`config.mk`:
```
export PLATFORM = sky130hd
export DESIGN_NAME = smoothed_level_hysteresis_tracker
export DESIGN_NICKNAME = d
export VERILOG_FILES = /design/src/rtl/core/slht_pkg.sv /design/src/rtl/core/slht_ctrl.sv /design/src/rtl/core/slht_dp.sv /design/src/rtl/core/smoothed_level_hysteresis_tracker.sv
export SDC_FILE = /design/constraint.sdc
export NUM_CORES = 1
export LEC_CHECK = 0
export BUFFER_PORTS_ARGS = -buffer_cell sky130_fd_sc_hd__buf_2
export CAP_MARGIN = 20
export CORE_MARGIN = 3
export CORE_UTILIZATION = 42
export DETAILED_ROUTE_END_ITERATION = 8
export PLACE_DENSITY = 0.65
export SETUP_SLACK_MARGIN = 0.2
export SYNTH_ARGS = -nofsm -noshare
export SYNTH_HDL_FRONTEND = slang
export SYNTH_SLANG_ARGS = --single-unit
export TNS_END_PERCENT = 50
```
`constraint.sdc`:
```
create_clock -name i_clk -period 30.7 [get_ports i_clk]
set_input_delay 0 -clock i_clk [delete_from_list [all_inputs] [get_ports i_clk]]
set_output_delay 0 -clock i_clk [all_outputs]
set_load 0.01 [all_outputs]
```
`src/rtl/core/slht_pkg.sv`:
```
// Shared types and constants for the smoothed level hysteresis tracker.
// No dependencies; imported by the controller, the datapath, the top level and the checker.
package slht_pkg;

    localparam int Q16_W  = 17;
    localparam int STEP_W = 8;
    localparam int SAMP_W = 18;
    localparam int LVL_W  = 2;
    localparam int CFG_IDX_W = 3;

    typedef logic [Q16_W-1:0]  t_q16;
    typedef logic [STEP_W-1:0] t_steps;
    typedef logic [LVL_W-1:0]  t_level;
    typedef logic [CFG_IDX_W-1:0] t_cfg_idx;

    localparam t_q16 ONE_Q16 = 17'd65536;

    localparam t_level LVL_LOOSE  = 2'd0;
    localparam t_level LVL_LINKED = 2'd1;
    localparam t_level LVL_TIGHT  = 2'd2;

    localparam t_cfg_idx CFG_ALPHA           = 3'd0;
    localparam t_cfg_idx CFG_LOOSE_TO_LINKED = 3'd1;
    localparam t_cfg_idx CFG_LINKED_TO_LOOSE = 3'd2;
    localparam t_cfg_idx CFG_LINKED_TO_TIGHT = 3'd3;
    localparam t_cfg_idx CFG_TIGHT_TO_LINKED = 3'd4;

    localparam t_q16 ALPHA_RST           = 17'd6554;
    localparam t_q16 LOOSE_TO_LINKED_RST = 17'd36045;
    localparam t_q16 LINKED_TO_LOOSE_RST = 17'd22938;
    localparam t_q16 LINKED_TO_TIGHT_RST = 17'd52429;
    localparam t_q16 TIGHT_TO_LINKED_RST = 17'd42598;

    // Controller to datapath
    typedef struct packed {
        logic load;     // take the input item
        logic step;     // apply one smoothing step
        logic finish;   // classify and fill the output register
    } t_cmd;

    // Datapath to controller
    typedef struct packed {
        logic count_zero;
        logic count_last;
    } t_status;

endpackage

```
`src/rtl/core/slht_ctrl.sv`:
```
// Sequencer for the tracker: accept, step loop, finish, output register valid.
// Depends on slht_pkg.
module slht_ctrl import slht_pkg::*; (
    input  logic    i_clk,
    input  logic    i_rst_n,
    input  logic    i_in_valid,
    output logic    o_in_stall,
    output logic    o_out_valid,
    input  logic    i_out_stall,
    input  t_status i_status,
    output t_cmd    o_cmd
);

    localparam logic [1:0] S_IDLE = 2'd0;
    localparam logic [1:0] S_STEP = 2'd1;
    localparam logic [1:0] S_FIN  = 2'd2;

    logic [1:0] r_state, n_state;
    logic       r_out_valid, n_out_valid;
    logic       w_out_free;

    assign w_out_free  = !r_out_valid || !i_out_stall;
    assign o_in_stall  = (r_state != S_IDLE);
    assign o_out_valid = r_out_valid;

    always_comb begin
        n_state = r_state;
        o_cmd   = '0;
        case (r_state)
            S_IDLE: begin
                if (i_in_valid) begin
                    o_cmd.load = 1'b1;
                    n_state    = S_STEP;
                end
            end
            S_STEP: begin
                o_cmd.step = !i_status.count_zero;
                if (i_status.count_zero || i_status.count_last) begin
                    n_state = S_FIN;
                end
            end
            S_FIN: begin
                // hold until the output register can take the result
                if (w_out_free) begin
                    o_cmd.finish = 1'b1;
                    n_state      = S_IDLE;
                end
            end
            default: n_state = S_IDLE;
        endcase
    end

    always_comb begin
        n_out_valid = r_out_valid;
        if (o_cmd.finish) begin
            n_out_valid = 1'b1;
        end else if (!i_out_stall) begin
            n_out_valid = 1'b0;
        end
    end

    always_ff @(posedge i_clk) begin
        if (!i_rst_n) begin
            r_state     <= S_IDLE;
            r_out_valid <= 1'b0;
        end else begin
            r_state     <= n_state;
            r_out_valid <= n_out_valid;
        end
    end

endmodule

```
`src/rtl/core/slht_dp.sv`:
```
// Datapath: configuration registers, clamp, multiply-accumulate step, classifier,
// output register. Depends on slht_pkg.
module slht_dp import slht_pkg::*; #(
    parameter int MAX_STEPS = 255
) (
    input  logic                     i_clk,
    input  logic                     i_rst_n,
    input  logic                     i_cfg_we,
    input  t_cfg_idx                 i_cfg_index,
    input  t_q16                     i_cfg_data,
    input  logic signed [SAMP_W-1:0] i_sample,
    input  t_steps                   i_step_count,
    input  t_cmd                     i_cmd,
    output t_status                  o_status,
    output t_level                   o_level,
    output logic                     o_changed,
    output t_q16                     o_clamped_sample,
    output t_q16                     o_smoothed_value
);

    localparam t_steps STEP_LIMIT =
        (MAX_STEPS >= ((1 << STEP_W) - 1)) ? t_steps'((1 << STEP_W) - 1) : t_steps'(MAX_STEPS);

    t_q16   r_alpha, r_l2k, r_k2l, r_k2t, r_t2k;
    t_q16   r_raw, r_avg, n_avg;
    logic   r_started, r_had_steps;
    t_level r_level, n_level;
    t_steps r_count;
    t_level r_out_level;
    logic   r_out_changed;
    t_q16   r_out_raw, r_out_avg;

    t_q16                     w_clamp;
    t_q16                     w_alpha_sat;
    logic signed [SAMP_W-1:0] w_diff;
    logic signed [SAMP_W-1:0] w_alpha_s;
    logic signed [2*SAMP_W-1:0] w_prod;
    logic signed [SAMP_W-1:0] w_inc;
    logic signed [SAMP_W-1:0] w_sum;

    // Clamp sample into 0..1.0
    always_comb begin
        if (i_sample[SAMP_W-1]) begin
            w_clamp = '0;
        end else if (i_sample[Q16_W-1] && (|i_sample[Q16_W-2:0])) begin
            w_clamp = ONE_Q16;
        end else begin
            w_clamp = i_sample[Q16_W-1:0];
        end
    end

    // One smoothing step: avg += floor(alpha * (raw - avg) / 2^16)
    assign w_alpha_sat = (r_alpha > ONE_Q16) ? ONE_Q16 : r_alpha;
    assign w_alpha_s   = $signed({1'b0, w_alpha_sat});
    assign w_diff      = $signed({1'b0, r_raw}) - $signed({1'b0, r_avg});
    assign w_prod      = w_alpha_s * w_diff;
    assign w_inc       = w_prod[SAMP_W+15:16];
    assign w_sum       = $signed({1'b0, r_avg}) + w_inc;
    assign n_avg       = w_sum[Q16_W-1:0];

    always_comb begin
        case (r_level)
            LVL_LOOSE:  n_level = (r_avg >= r_l2k) ? LVL_LINKED : LVL_LOOSE;
            LVL_LINKED: begin
                if (r_avg <= r_k2l) begin
                    n_level = LVL_LOOSE;
                end else if (r_avg >= r_k2t) begin
                    n_level = LVL_TIGHT;
                end else begin
                    n_level = LVL_LINKED;
                end
            end
            LVL_TIGHT:  n_level = (r_avg <= r_t2k) ? LVL_LINKED : LVL_TIGHT;
            default:    n_level = LVL_LOOSE;
        endcase
    end

    assign o_status.count_zero = (r_count == '0);
    assign o_status.count_last = (r_count == t_steps'(1));

    always_ff @(posedge i_clk) begin
        if (!i_rst_n) begin
            r_alpha   <= ALPHA_RST;
            r_l2k     <= LOOSE_TO_LINKED_RST;
            r_k2l     <= LINKED_TO_LOOSE_RST;
            r_k2t     <= LINKED_TO_TIGHT_RST;
            r_t2k     <= TIGHT_TO_LINKED_RST;
            r_started <= 1'b0;
            r_avg     <= '0;
            r_level   <= LVL_LOOSE;
            r_count   <= '0;
        end else begin
            if (i_cfg_we) begin
                case (i_cfg_index)
                    CFG_ALPHA:           r_alpha <= i_cfg_data;
                    CFG_LOOSE_TO_LINKED: r_l2k   <= i_cfg_data;
                    CFG_LINKED_TO_LOOSE: r_k2l   <= i_cfg_data;
                    CFG_LINKED_TO_TIGHT: r_k2t   <= i_cfg_data;
                    CFG_TIGHT_TO_LINKED: r_t2k   <= i_cfg_data;
                    default: ;
                endcase
            end
            if (i_cmd.load) begin
                r_count <= (i_step_count > STEP_LIMIT) ? STEP_LIMIT : i_step_count;
                if (!r_started) begin
                    r_avg     <= w_clamp;
                    r_started <= 1'b1;
                end
            end else if (i_cmd.step) begin
                r_avg   <= n_avg;
                r_count <= r_count - t_steps'(1);
            end
            if (i_cmd.finish && r_had_steps) begin
                r_level <= n_level;
            end
        end
    end

    // Payload registers, no reset
    always_ff @(posedge i_clk) begin
        if (i_cmd.load) begin
            r_raw       <= w_clamp;
            r_had_steps <= (i_step_count != '0);
        end
        if (i_cmd.finish) begin
            r_out_level   <= r_had_steps ? n_level : r_level;
            r_out_changed <= r_had_steps && (n_level != r_level);
            r_out_raw     <= r_raw;
            r_out_avg     <= r_avg;
        end
    end

    assign o_level          = r_out_level;
    assign o_changed        = r_out_changed;
    assign o_clamped_sample = r_out_raw;
    assign o_smoothed_value = r_out_avg;

endmodule

```
`src/rtl/core/smoothed_level_hysteresis_tracker.sv`:
```
// Sequence: an accepted item runs n smoothing steps, n = steps after saturation (none when
//   the step count is zero); one smoothing step per cycle through one 18x18 MAC.
// Items: a new item is accepted only once the previous one has left the step loop over the shared MAC;
//   a finished result waits in the output register while the next item is accepted.
// Reset: synchronous, active low; clears configuration to defaults, the smoothed state,
//   the level (loose) and the sequencer. Configuration writes are always ready.
module smoothed_level_hysteresis_tracker import slht_pkg::*; #(
    parameter int MAX_STEPS = 255
) (
    input  logic                     i_clk,
    input  logic                     i_rst_n,
    // input item channel
    input  logic                     i_in_valid,
    output logic                     o_in_stall,
    input  logic signed [SAMP_W-1:0] i_sample,
    input  t_steps                   i_step_count,
    // result item channel
    output logic                     o_out_valid,
    input  logic                     i_out_stall,
    output t_level                   o_level,
    output logic                     o_changed,
    output t_q16                     o_clamped_sample,
    output t_q16                     o_smoothed_value,
    // configuration write channel
    input  logic                     i_cfg_valid,
    output logic                     o_cfg_ready,
    input  t_cfg_idx                 i_cfg_index,
    input  t_q16                     i_cfg_data
);

    t_cmd    w_cmd;
    t_status w_status;

    // Registers live in the datapath; a write lands on any cycle.
    assign o_cfg_ready = 1'b1;

    // Sequencer: idle -> step loop -> finish, plus the output valid flag.
    slht_ctrl u_ctrl (
        .i_clk       (i_clk),
        .i_rst_n     (i_rst_n),
        .i_in_valid  (i_in_valid),
        .o_in_stall  (o_in_stall),
        .o_out_valid (o_out_valid),
        .i_out_stall (i_out_stall),
        .i_status    (w_status),
        .o_cmd       (w_cmd)
    );

    // Clamp, smoothing MAC, hysteresis classifier and result register.
    slht_dp #(
        .MAX_STEPS (MAX_STEPS)
    ) u_dp (
        .i_clk            (i_clk),
        .i_rst_n          (i_rst_n),
        .i_cfg_we         (i_cfg_valid & o_cfg_ready),
        .i_cfg_index      (i_cfg_index),
        .i_cfg_data       (i_cfg_data),
        .i_sample         (i_sample),
        .i_step_count     (i_step_count),
        .i_cmd            (w_cmd),
        .o_status         (w_status),
        .o_level          (o_level),
        .o_changed        (o_changed),
        .o_clamped_sample (o_clamped_sample),
        .o_smoothed_value (o_smoothed_value)
    );

endmodule

```
# Word level (Yosys, flattened, before mapping)
# Cells that the tools add are included.
# totals
wordCells,91
in_bits,51
ff_bits,171
# op_classes
muxes,26
eq_ne,15
mul,1
n_reduce_logical,23
magnitude_cmp,6
n_addsub,3
# op_table
cell,n
17-bit two-way mux,6
17-bit greater-or-equal comparator,2
17-bit <= comparator,2
18-bit by 18-bit multiplier with 33-bit output,1
8-bit two-way mux,3
17-bit by 17-bit subtractor with 18-bit output,1
17-bit adder,1
17-bit > comparator (second input constant),1
16-bit OR reduction,1
2-bit two-way mux,7
2-bit case mux with 3 select lines,2
2-bit AND reduction,6
8-bit by 1-bit equality test with 1-bit output (second input constant),1
8-bit > comparator (second input constant),1
8-bit zero test,1
1-bit two-way mux,8
8-bit nonzero test,1
8-bit by 1-bit subtractor with 8-bit output (second input constant),1
3-bit by 2-bit equality test with 1-bit output (second input constant),2
2-bit by 1-bit != test with 1-bit output (second input constant),3
2-bit by 1-bit equality test with 1-bit output (second input constant),2
2-bit equality test (second input constant),2
2-bit zero test,2
2-bit != test (second input constant),2
other kinds (9),15

# Depth between registers and ports, before layout
# Gate-level depths: netlist of run 1.
# logic_depth
depth_word,6
ltp_mapped,43
ltp_nobuf,43

# Cells and area by module
# From an unflattened synthesis of run 1, not the netlist that was laid out.
# hier_totals
hier_cells,2194
area_unflattened_um2,19329.8
# by_module_without_submodules
module,cells_per_inst,area_per_inst_um2,seq_area_each_um2,n_inst
slht_dp,2174,19170.9,3913.8,1
slht_ctrl,18,147.6,60.1,1
smoothed_level_hysteresis_tracker,2,11.3,0.0,1

# Worst setup path before layout of run 1
# OpenSTA, ideal clock, no wires.
# synth_timing
kind,reg2reg
startpoint,reg u_dp.r_avg[2]
endpoint,reg u_dp.r_avg[14]
arrival_time_ns,9.734
required_time_ns,30.605
setup_time_ns,0.095
path_slack_ns,20.870
path_stages_with_launch,41
cell_sequence,dfxtp_1 inv_1 ha_1 and3b_1 o21a_1 o21ai_2 o21ai_1 a21boi_0 o21bai_1 a21o_1 xor2_1 nand2_1 fa_1 fa_1 inv_1 fa_1 fa_1 fa_1 [... 5 more ...] nor3b_1 nand4b_1 o21ai_2 o21ai_0 a21boi_0 o21a_1 nor2_1 xnor2_1 ha_1 or3_1 o21bai_1 a31o_2 a21o_1 a21oi_1 o211ai_1 and3_1 or3_1 a221oi_1
# synth_between
elab_chain_len,5
# synth_rtl
element,line_no,rtl
from (decl),slht_dp.sv:25,"t_q16 r_raw, r_avg, n_avg;"
from (signal assigned),slht_dp.sv:106,r_avg <= w_clamp;
from (signal assigned),slht_dp.sv:110,r_avg <= n_avg;
17-bit by 17-bit subtractor with 18-bit output,slht_dp.sv:55,"assign w_diff = $signed({1'b0, r_raw}) - $signed({1'b0, r_avg});"
18-bit by 18-bit multiplier with 33-bit output,slht_dp.sv:56,assign w_prod = w_alpha_s * w_diff;
17-bit adder (*),slht_dp.sv:58,"assign w_sum = $signed({1'b0, r_avg}) + w_inc;"
17-bit two-way mux (*),slht_dp.sv:109,end else if (i_cmd.step) begin
17-bit two-way mux (*),slht_dp.sv:103,if (i_cmd.load) begin
# Every way passes the cells marked *; elsewhere a longest branch is shown, timed or not. The select of a mux whose other input is x is not followed.
# A chain may end at the register's enable or synchronous reset.

# Final worst setup path of run 1
# layout_timing
startpoint,reg u_dp.r_avg[2]
endpoint,reg u_dp.r_avg[16]
# The elaborated chain is that of the path after synthesis.

==> results of run 1 <==
[metal layers]
metal | GRT usage, % | wire length (microns) | part of all wire (%)
met5 | 0 | 0 | 0
met4 | 9.419 | 2253 | 3.9
met3 | 3.226 | 2961 | 5.1
met2 | 43.56 | 29140 | 50
met1 | 30.70 | 23460 | 41
[worst paths after layout]
| path | from | end | slack [ps] | cells after the start |
|---|---|---|---|---|
| worst min register to register | u_dp.r_raw[0] | u_dp.o_clamped_sample[0] | 460 | 0 |
| worst max register to register | u_dp.r_avg[2] | u_dp.r_avg[16] | 19520 | 39 |
| worst max-delay path | u_dp.r_avg[2] | u_dp.r_avg[16] | 19520 | 39 |
| worst min-delay path | i_rst_n | u_dp.r_l2k[0] | 140 | 3 |
[kinds of logic (layout without fill, tap and decap cells)]
group                    count (synthesis)  after routing  synth area share [%]
AO/OA/AOI/OAI                          323            323                 11.01
XOR/XNOR                                52             52                 2.454
adder cells (fa/ha/maj)                456            456                 39.31
buffers and inverters                  480            598                 9.451
flip-flops                             171            171                 20.79
multiplexers                             1              1               0.05236
other                                    1              2               0.01962
AND/OR/NAND/NOR                        730            730                 16.91
[worst register-to-register path, delay by kind of cell, from the launching register on]
kind | cells | cell delay [ps]
XOR/XNOR | 4 | 1290
adder cells (fa/ha/maj) | 9 | 3990
buffers and inverters | 3 | 200
AND/OR/NAND/NOR | 7 | 1370
AO/OA/AOI/OAI | 16 | 3550
flip-flops | 1 | 610
[sequential cells by signal, summed over array words and instances (netlist names), 2 cells and up]
| register | count |
|---|---|
| u_dp.o_level | 2 |
| u_dp.r_avg | 17 |
| u_dp.r_raw | 17 |
| u_dp.r_l2k | 17 |
| u_dp.r_k2l | 17 |
| u_dp.r_count | 8 |
| u_dp.o_clamped_sample | 17 |
| u_ctrl.r_state | 2 |
| u_dp.o_smoothed_value | 17 |
| u_dp.r_level | 2 |
| u_dp.r_alpha | 17 |
| u_dp.r_t2k | 17 |
| u_dp.r_k2t | 17 |
[placed cells by master (no fill, tap or decap), drive strengths merged, types with 9 or more instances in the layout]
| master | n |
|---|---|
| inv | 416 |
| o211ai | 39 |
| nor3 | 11 |
| xnor2 | 35 |
| xor2 | 16 |
| nand3 | 26 |
| fa | 241 |
| dlygate4sd3 | 46 |
| a311oi | 9 |
| nand2 | 361 |
| nor2b | 16 |
| a21oi | 112 |
| o21ai | 47 |
| nor2 | 167 |
| a31oi | 12 |
| o21a | 21 |
| and3 | 10 |
| and2 | 49 |
| nand4 | 15 |
| ha | 215 |
| buf | 110 |
| clkbuf | 20 |
| dfxtp | 116 |
| nand2b | 44 |
| a211oi | 17 |
| edfxtp | 55 |
| a21o | 28 |
[cell type report]
class	instances	area (sq um)
antenna	1	2.502
clock buffer	20	479.2
clock inverter	12	137.6
fill	4278	23320
inverter	410	1539
multi-input combinational	1563	13350
sequential	171	3974
tap	592	740.7
timing repair buffer	156	1064
[through the flow]
stage	area, sq um	hold WS [ps]
detailed placement	20200	294.1
global route	21290	142.4
floorplan	19120	124.0
finish	21290	139.5
global placement	20200	287.7
CTS	21280	125.9
[Yosys cell counts (all sizes together) (11+ instances only)]
master / instances / area [sq um]
inv: 409 / 1535
nand2: 361 / 1355
fa: 241 / 4825
ha: 215 / 2690
nor2: 167 / 626.9
dfxtp: 116 / 2322
a21oi: 112 / 560.5
clkbuf: 68 / 255.2
edfxtp: 55 / 1652
and2: 49 / 306.5
o21ai: 47 / 242.7
nand2b: 44 / 275.3
o211ai: 39 / 292.8
xnor2: 35 / 306.5
a21o: 28 / 210.2
nand3: 26 / 130.1
o21a: 21 / 157.7
a211oi: 17 / 137.6
nor2b: 16 / 100.1
xor2: 16 / 140.1
nand4: 15 / 93.84
a31oi: 12 / 75.07
nor3: 11 / 55.05
[what timing repair did]
| action | CTS | global route |
|---|---|---|
| gates resized for setup | 0 | 0 |
| hold buffers | 46 | 0 |
| hold endpoints to repair | 117 | 0 |
==> impl_metrics.yaml, run 1 <==
status:
  outcome: "finished clean"
clocking:
  cts_tree: "built"
  clockRootBuffer: "clkbuf_16"
  cts.clk_slew.worst_paths_ps: 80
  numCtsBuffers: 17
  clk_latency_ps: 440
  htree_levels: 4
  cts_sinks: 171
  cts_buffer_depth: 2
  cts_setup_buffers: 0
synth:
  postSynthAreaPerCell_sq_um: 8.634
  synth_cell_types: 69
  synth_fp_nets: 2721
  synth-main-ff-cell: "dfxtp_1"
  synth-seq-cells: 171
  async_flop_share_pct: 0
  synthCells: 2214
  synth_edf_count: 55
  syn_area_sq_um: 19120
  ys_seq_area_share_pct: 20.79
  synth_warnings: 0
run:
  max_cap_violations: 0
sta:
  rsz0062_at_grt: "no"
  setup_tns_ps: 0
  worstMarginPinSlew_ps: 1062
  period_needed_ps: 11180
  finClkSkew_ps: 17.52
  fin_crit_sh_pct: 36.41
  fmax_mhz: 89.45
  final-hold-violation-count: 0
  maxSlewViolCount: 0
  finalSetupViolations: 0
  setup_ws_ps: 19520
  relSlewSlack_pct: 29.12
global_route:
  first_global_vias: 16310
  antenna_found_initial: 1
  grt_max_degree: 70
  grt.overflow.total: 0
  grt_use_total_pct: 24.69
  grt_pass1_wl_microns: 91350
setup_path:
  path_buf_inv: 3
  worstSetupEndpointType: "flop"
  cp.required_ps: 30980
  cpMaxStageDelayCell: "xnor2_1"
  crit_type: "flop to flop"
  cp_max_fo: 8
  path_common_cell: "fa_1"
  worst_ep_arrival_time_ps: 11460
  cpLargestDelayFamily: "adder cells"
  startpoint_type: "flop"
  cp_slowest_stage_delay_ps: 640
finish:
  fin_nets: 2826
  syn_to_final_growth_pct: 11.38
  drive_gt1_share_pct: 6.818
  final_util_pct: 47.73
  stdcell_count: 2925
detailed_routing:
  first_pass_iters: 5
  wl_microns: 57810
  ant_nets: 0
  vias: 15790
  drtIter0Drc: 1163
  wire_per_inst_microns: 19.76
  drc_errors: 0
  drt-vias-per-instance: 5.398
place:
  io_buffers: 89
  place_congestion: 0.9438
  dp_slack_ps: 19660
  hpwl_microns: 45900
  place_inst: 2845
die:
  die_h_microns: 219.3
  ios: 91
  fp.coreArea_sq_um: 44610
  die_area_sq_um: 48110
  initial_utilization_pct: 42.85
  row_count: 77
  fp.dieW_microns: 219.3
worst_hold_path:
  hp-class: "input port to flop"
Power of run 1 is left out: the tool's default activity adds up to more than one toggle a clock period on the data nets, which glitch-free logic cannot reach.
==> run 2: changes to the inputs <==
==> constraint.sdc (replaced) <==
create_clock -name i_clk -period 11.37 [get_ports i_clk]
set_input_delay 0 -clock i_clk [delete_from_list [all_inputs] [get_ports i_clk]]
set_output_delay 0 -clock i_clk [all_outputs]
set_load 0.01 [all_outputs]
==> run 2 against run 1 <==
Net effect: sequential share of layout area fell by 0.18 points; non-clock buffer count rose by 19; global-route usage fell by 0.87 points; register-to-register slack got worse by 19000 ps; first-iteration DRC count fell by 3.5%; cell count rose by 0.65%.
==> impl_metrics.yaml, run 2 (synthesis results as in run 1) <==
setup_path:
  cp-startpoint: "u_dp.r_alpha[4]"
  cpMaxStageDelayCell: "o41ai_2"
  endpoint: "u_dp.r_avg[16]"
  reg2reg_depth: 33
  r2r-end: "u_dp.r_avg[16]"
  rr_startpoint: "u_dp.r_alpha[4]"
  worst_ep_arrival_time_ps: 10850
  crit_type: "flop to flop"
  cp.required_ps: 11660
  startpoint_type: "flop"
  cp_slowest_stage_delay_ps: 990
  cp_max_fo: 13
  path_common_cell: "fa_1"
  worstSetupEndpointType: "flop"
  r2r_slack_ps: 820
sta:
  setup_tns_ps: 0
  final-hold-violation-count: 0
  maxSlewViolCount: 0
  finClkSkew_ps: 12.97
  relSlewSlack_pct: 28.76
  fmax_mhz: 94.78
  whs_ps: 30.40
  rsz0062_at_grt: "no"
  period_needed_ps: 10550
  fin_crit_sh_pct: 92.80
  worstMarginPinSlew_ps: 1057
  finalSetupViolations: 0
detailed_routing:
  wl_microns: 56340
  drt-vias-per-instance: 5.380
  wire_per_inst_microns: 19.14
  ant_nets: 0
  drtIter0Drc: 1122
  drc_errors: 0
  first_pass_iters: 5
  vias: 15840
finish:
  layout_common_cells: "inv_1 (408), nand2_1 (361), fa_1 (241)"
  fin_nets: 2846
  antenna_cells: 0
  final_common_cell: "inv_1"
  drive_gt1_share_pct: 8.121
  syn_to_final_growth_pct: 12.53
  ff_latch_area_sq_um: 3976
  fill_cells: 4248
  multi_input_area_sq_um: 13470
clocking:
  htree_levels: 4
  cts_sinks: 171
  cts_tree: "built"
  clockRootBuffer: "clkbuf_16"
  cts.clk_slew.worst_paths_ps: 70
  cts_buffer_depth: 2
  numCtsBuffers: 17
  clk_latency_ps: 440
die:
  die_area_sq_um: 48110
  fp.dieW_microns: 219.3
  initial_utilization_pct: 42.85
  die_h_microns: 219.3
  ios: 91
  fp.coreArea_sq_um: 44610
  row_count: 77
place:
  hpwl_microns: 44280
  place_congestion: 0.9298
  io_buffers: 89
global_route:
  grt.overflow.total: 0
  grt_pass1_wl_microns: 88430
  first_global_vias: 16060
  grt_use_total_pct: 23.82
  antenna_found_initial: 2
  grt_max_degree: 49
worst_hold_path:
  hp-class: "input port to flop"
run:
  max_cap_violations: 0
status:
  outcome: "finished clean"
==> run 2: cell count changes in the layout (fill, tap and decap cells not counted), sizes merged <==
cell | before | now
buf | 110 | 129
clkbuf | 20 | 23
clkinv | 4 | 5
clkinvlp | 2 | 0
diode | 1 | 0
inv | 416 | 414
o41ai | 3 | 4
==> run 2: timing repair <==
action	in CTS	in global routing
resized for setup	0	19
buffers inserted	0	2
hold buffers	46	0
endpoints found under the setup margin	0	7
endpoints found under the hold margin	119	0
==> run 2: worst min-delay path by stage <==
stage | depth (start not counted) | from | to | slack [ps]
2_1_floorplan | 2 | i_cfg_data[11] | u_dp.r_alpha[11] | 120
3_3_place_gp | 3 | i_step_count[5] | u_dp.r_count[5] | 270
3_5_place_dp | 3 | i_step_count[0] | u_dp.r_count[0] | 270
4_1_cts | 2 | i_sample[3] | u_dp.r_raw[3] | 9
5_1_grt | 2 | i_sample[3] | u_dp.r_raw[3] | 20
6_report | 2 | i_sample[3] | u_dp.r_raw[3] | 30
==> run 2: metal layers <==
layer | global-route usage, % | up-vias | routed length, microns
li1 | - | 7318 | -
met1 | 30.13 | 7820 | 22820
met2 | 41.98 | 579 | 28080
met3 | 3.642 | 121 | 3716
met4 | 7.086 | 0 | 1725
met5 | 0 | - | 0
==> run 2: final cells by class <==
type | count | share of cell area [%]
flip-flops and latches | 171 | 18.49
repair buffers | 175 | 5.607
inverters | 410 | 7.155
clock buffers | 23 | 2.367
clock inverters | 9 | 0.3432
well taps | 592 | 3.443
multi-input cells | 1564 | 62.60
==> run 2: per-stage QoR <==
step                      setup WS, ps  instance area [sq um]  utilization [%]  cells
after floorplan                   1540                  19120                -   2214
after global placement           792.6                  20330            45.58   2863
after detailed placement         476.8                  20330            45.58   2863
after CTS                        364.9                  21370            47.92   2941
after global routing             185.1                  21510            48.22   2944
final                            818.7                  21510            48.22   2944
==> run 2: worst max-delay path: cells and delay by family (launching register included) <==
family	cells	cell delay, ps
buffers and inverters	3	180
adder cells (fa/ha/maj)	8	3570
flip-flops	1	370
XOR/XNOR	3	640
AO/OA/AOI/OAI	11	3120
AND/OR/NAND/NOR	8	2510
Power of run 2 is left out for the same reason.
==> run 3: changes to the inputs <==
--- a/config.mk
+++ b/config.mk
@@ -11,6 +11,7 @@
 export CORE_UTILIZATION = 42
 export DETAILED_ROUTE_END_ITERATION = 8
 export PLACE_DENSITY = 0.65
+export RECOVER_POWER = 100
 export SETUP_SLACK_MARGIN = 0.2
 export SYNTH_ARGS = -nofsm -noshare
 export SYNTH_HDL_FRONTEND = slang
==> constraint.sdc (replaced) <==
create_clock -name i_clk -period 11.3 [get_ports i_clk]
set_input_delay 0 -clock i_clk [delete_from_list [all_inputs] [get_ports i_clk]]
set_output_delay 0 -clock i_clk [all_outputs]
set_load 0.01 [all_outputs]
==> run 3 against run 2 <==
Net effect: the run now ends with capacitance limit, slew limit left; cell count fell by 0.10%; global-route usage rose by 0.31 points; worst hold slack got worse by 4.8 ps; non-clock buffer count fell by 2; critical endpoint unchanged; largest cell class unchanged.
==> impl_metrics.yaml, run 3 (synthesis results as in run 1) <==
die:
  ios: 91
  row_count: 77
  initial_utilization_pct: 42.85
  fp.coreArea_sq_um: 44610
  die_h_microns: 219.3
  die_area_sq_um: 48110
  fp.dieW_microns: 219.3
global_route:
  grt.overflow.total: 0
  grt_use_total_pct: 24.13
  antenna_found_initial: 1
  grt_pass1_wl_microns: 89610
  first_global_vias: 16500
  grt_max_degree: 48
place:
  place_congestion: 0.9524
  place_inst: 2862
  hpwl_microns: 44890
  io_buffers: 89
setup_path:
  startpoint_type: "flop"
  path_buf_inv: 3
  r2r-end: "u_dp.r_avg[16]"
  crit_type: "flop to flop"
  cp_slowest_stage_delay_ps: 650
  cpMaxStageDelayCell: "xor2_1"
  r2r_slack_ps: 800
  cp-startpoint: "u_dp.r_avg[3]"
  reg2reg_depth: 37
  cp_max_fo: 7
  worst_ep_arrival_time_ps: 10800
  rr_startpoint: "u_dp.r_avg[3]"
  worstSetupEndpointType: "flop"
  cpLargestDelayFamily: "adder cells"
  cp.depth: 37
  cp.required_ps: 11590
  endpoint: "u_dp.r_avg[16]"
  path_common_cell: "fa_1"
clocking:
  cts_tree: "built"
  clk_latency_ps: 440
  cts_buffer_depth: 2
  htree_levels: 4
  cts.clk_slew.worst_paths_ps: 70
  clockRootBuffer: "clkbuf_16"
  numCtsBuffers: 17
  cts_sinks: 171
finish:
  stdcell_count: 2941
  fill_cells: 4281
  drive_gt1_share_pct: 5.492
  antenna_cells: 0
  multi_input_area_sq_um: 13430
  syn_to_final_growth_pct: 12.18
  final_common_cell: "inv_1"
  layout_common_cells: "inv_1 (409), nand2_1 (361), fa_1 (241)"
  final_util_pct: 48.07
  ff_latch_area_sq_um: 3974
  fin_nets: 2843
detailed_routing:
  drtIter0Drc: 1012
  drt-vias-per-instance: 5.383
  vias: 15830
  first_pass_iters: 6
  drc_errors: 0
  ant_nets: 0
  wire_per_inst_microns: 19.25
  wl_microns: 56620
sta:
  final-hold-violation-count: 0
  maxSlewViolCount: 87
  relSlewSlack_pct: -61.31
  rsz0062_at_grt: "no"
  finalSetupViolations: 0
  setup_tns_ps: 0
  finClkSkew_ps: 11.11
  fin_crit_sh_pct: 92.96
  worstMarginPinSlew_ps: 2420
  fmax_mhz: 95.20
  period_needed_ps: 10500
status:
  failed_checks: "capacitance limit, slew limit"
  outcome: "finished with violations"
worst_hold_path:
  hp-class: "input port to flop"
run:
  max_cap_violations: 2
-- run 3: repair_timing --
item                                    CTS  global route
hold buffers                             46             0
hold endpoints to repair                118             0
setup buffers                             0             0
resized for setup                         0            15
endpoints found under the setup margin    0             5
-- run 3: worst min-delay path by stage --
stage,start,endpoint,slack [ps],depth (start not counted)
after floorplan,i_cfg_data[11],u_dp.r_alpha[11],120,2
after global placement,i_step_count[5],u_dp.r_count[5],270,3
after detailed placement,i_step_count[0],u_dp.r_count[0],270,3
after CTS,i_sample[3],u_dp.r_raw[3],2,2
after global routing,i_sample[3],u_dp.r_raw[3],20,2
final,i_sample[3],u_dp.r_raw[3],30,2
-- run 3: cell type report --
type | count | share of cell area (%)
Multi-Input combinational cell | 1563 | 62.62
Sequential cell | 171 | 18.53
Inverter | 410 | 7.177
Timing Repair Buffer | 173 | 5.129
Tap cell | 592 | 3.454
Clock buffer | 20 | 2.334
Clock inverter | 12 | 0.7527
-- run 3: through the flow --
stage	hold WS, ps	instance area [sq um]	setup slack, ps
after global routing	22.63	21440	166.3
final	25.62	21440	795.5
after detailed placement	274.0	20330	552.5
after CTS	1.919	21450	488.8
after floorplan	124.0	19120	1470
after global placement	272.5	20330	760.4
-- run 3: routing by layer --
metal	wire length (microns)	up-vias	track usage, %
li1	-	7322	-
met1	22350	7770	29.66
met2	28390	601	43.00
met3	3846	138	3.655
met4	2037	0	8.382
met5	0	-	0
Power of run 3 is left out for the same reason.
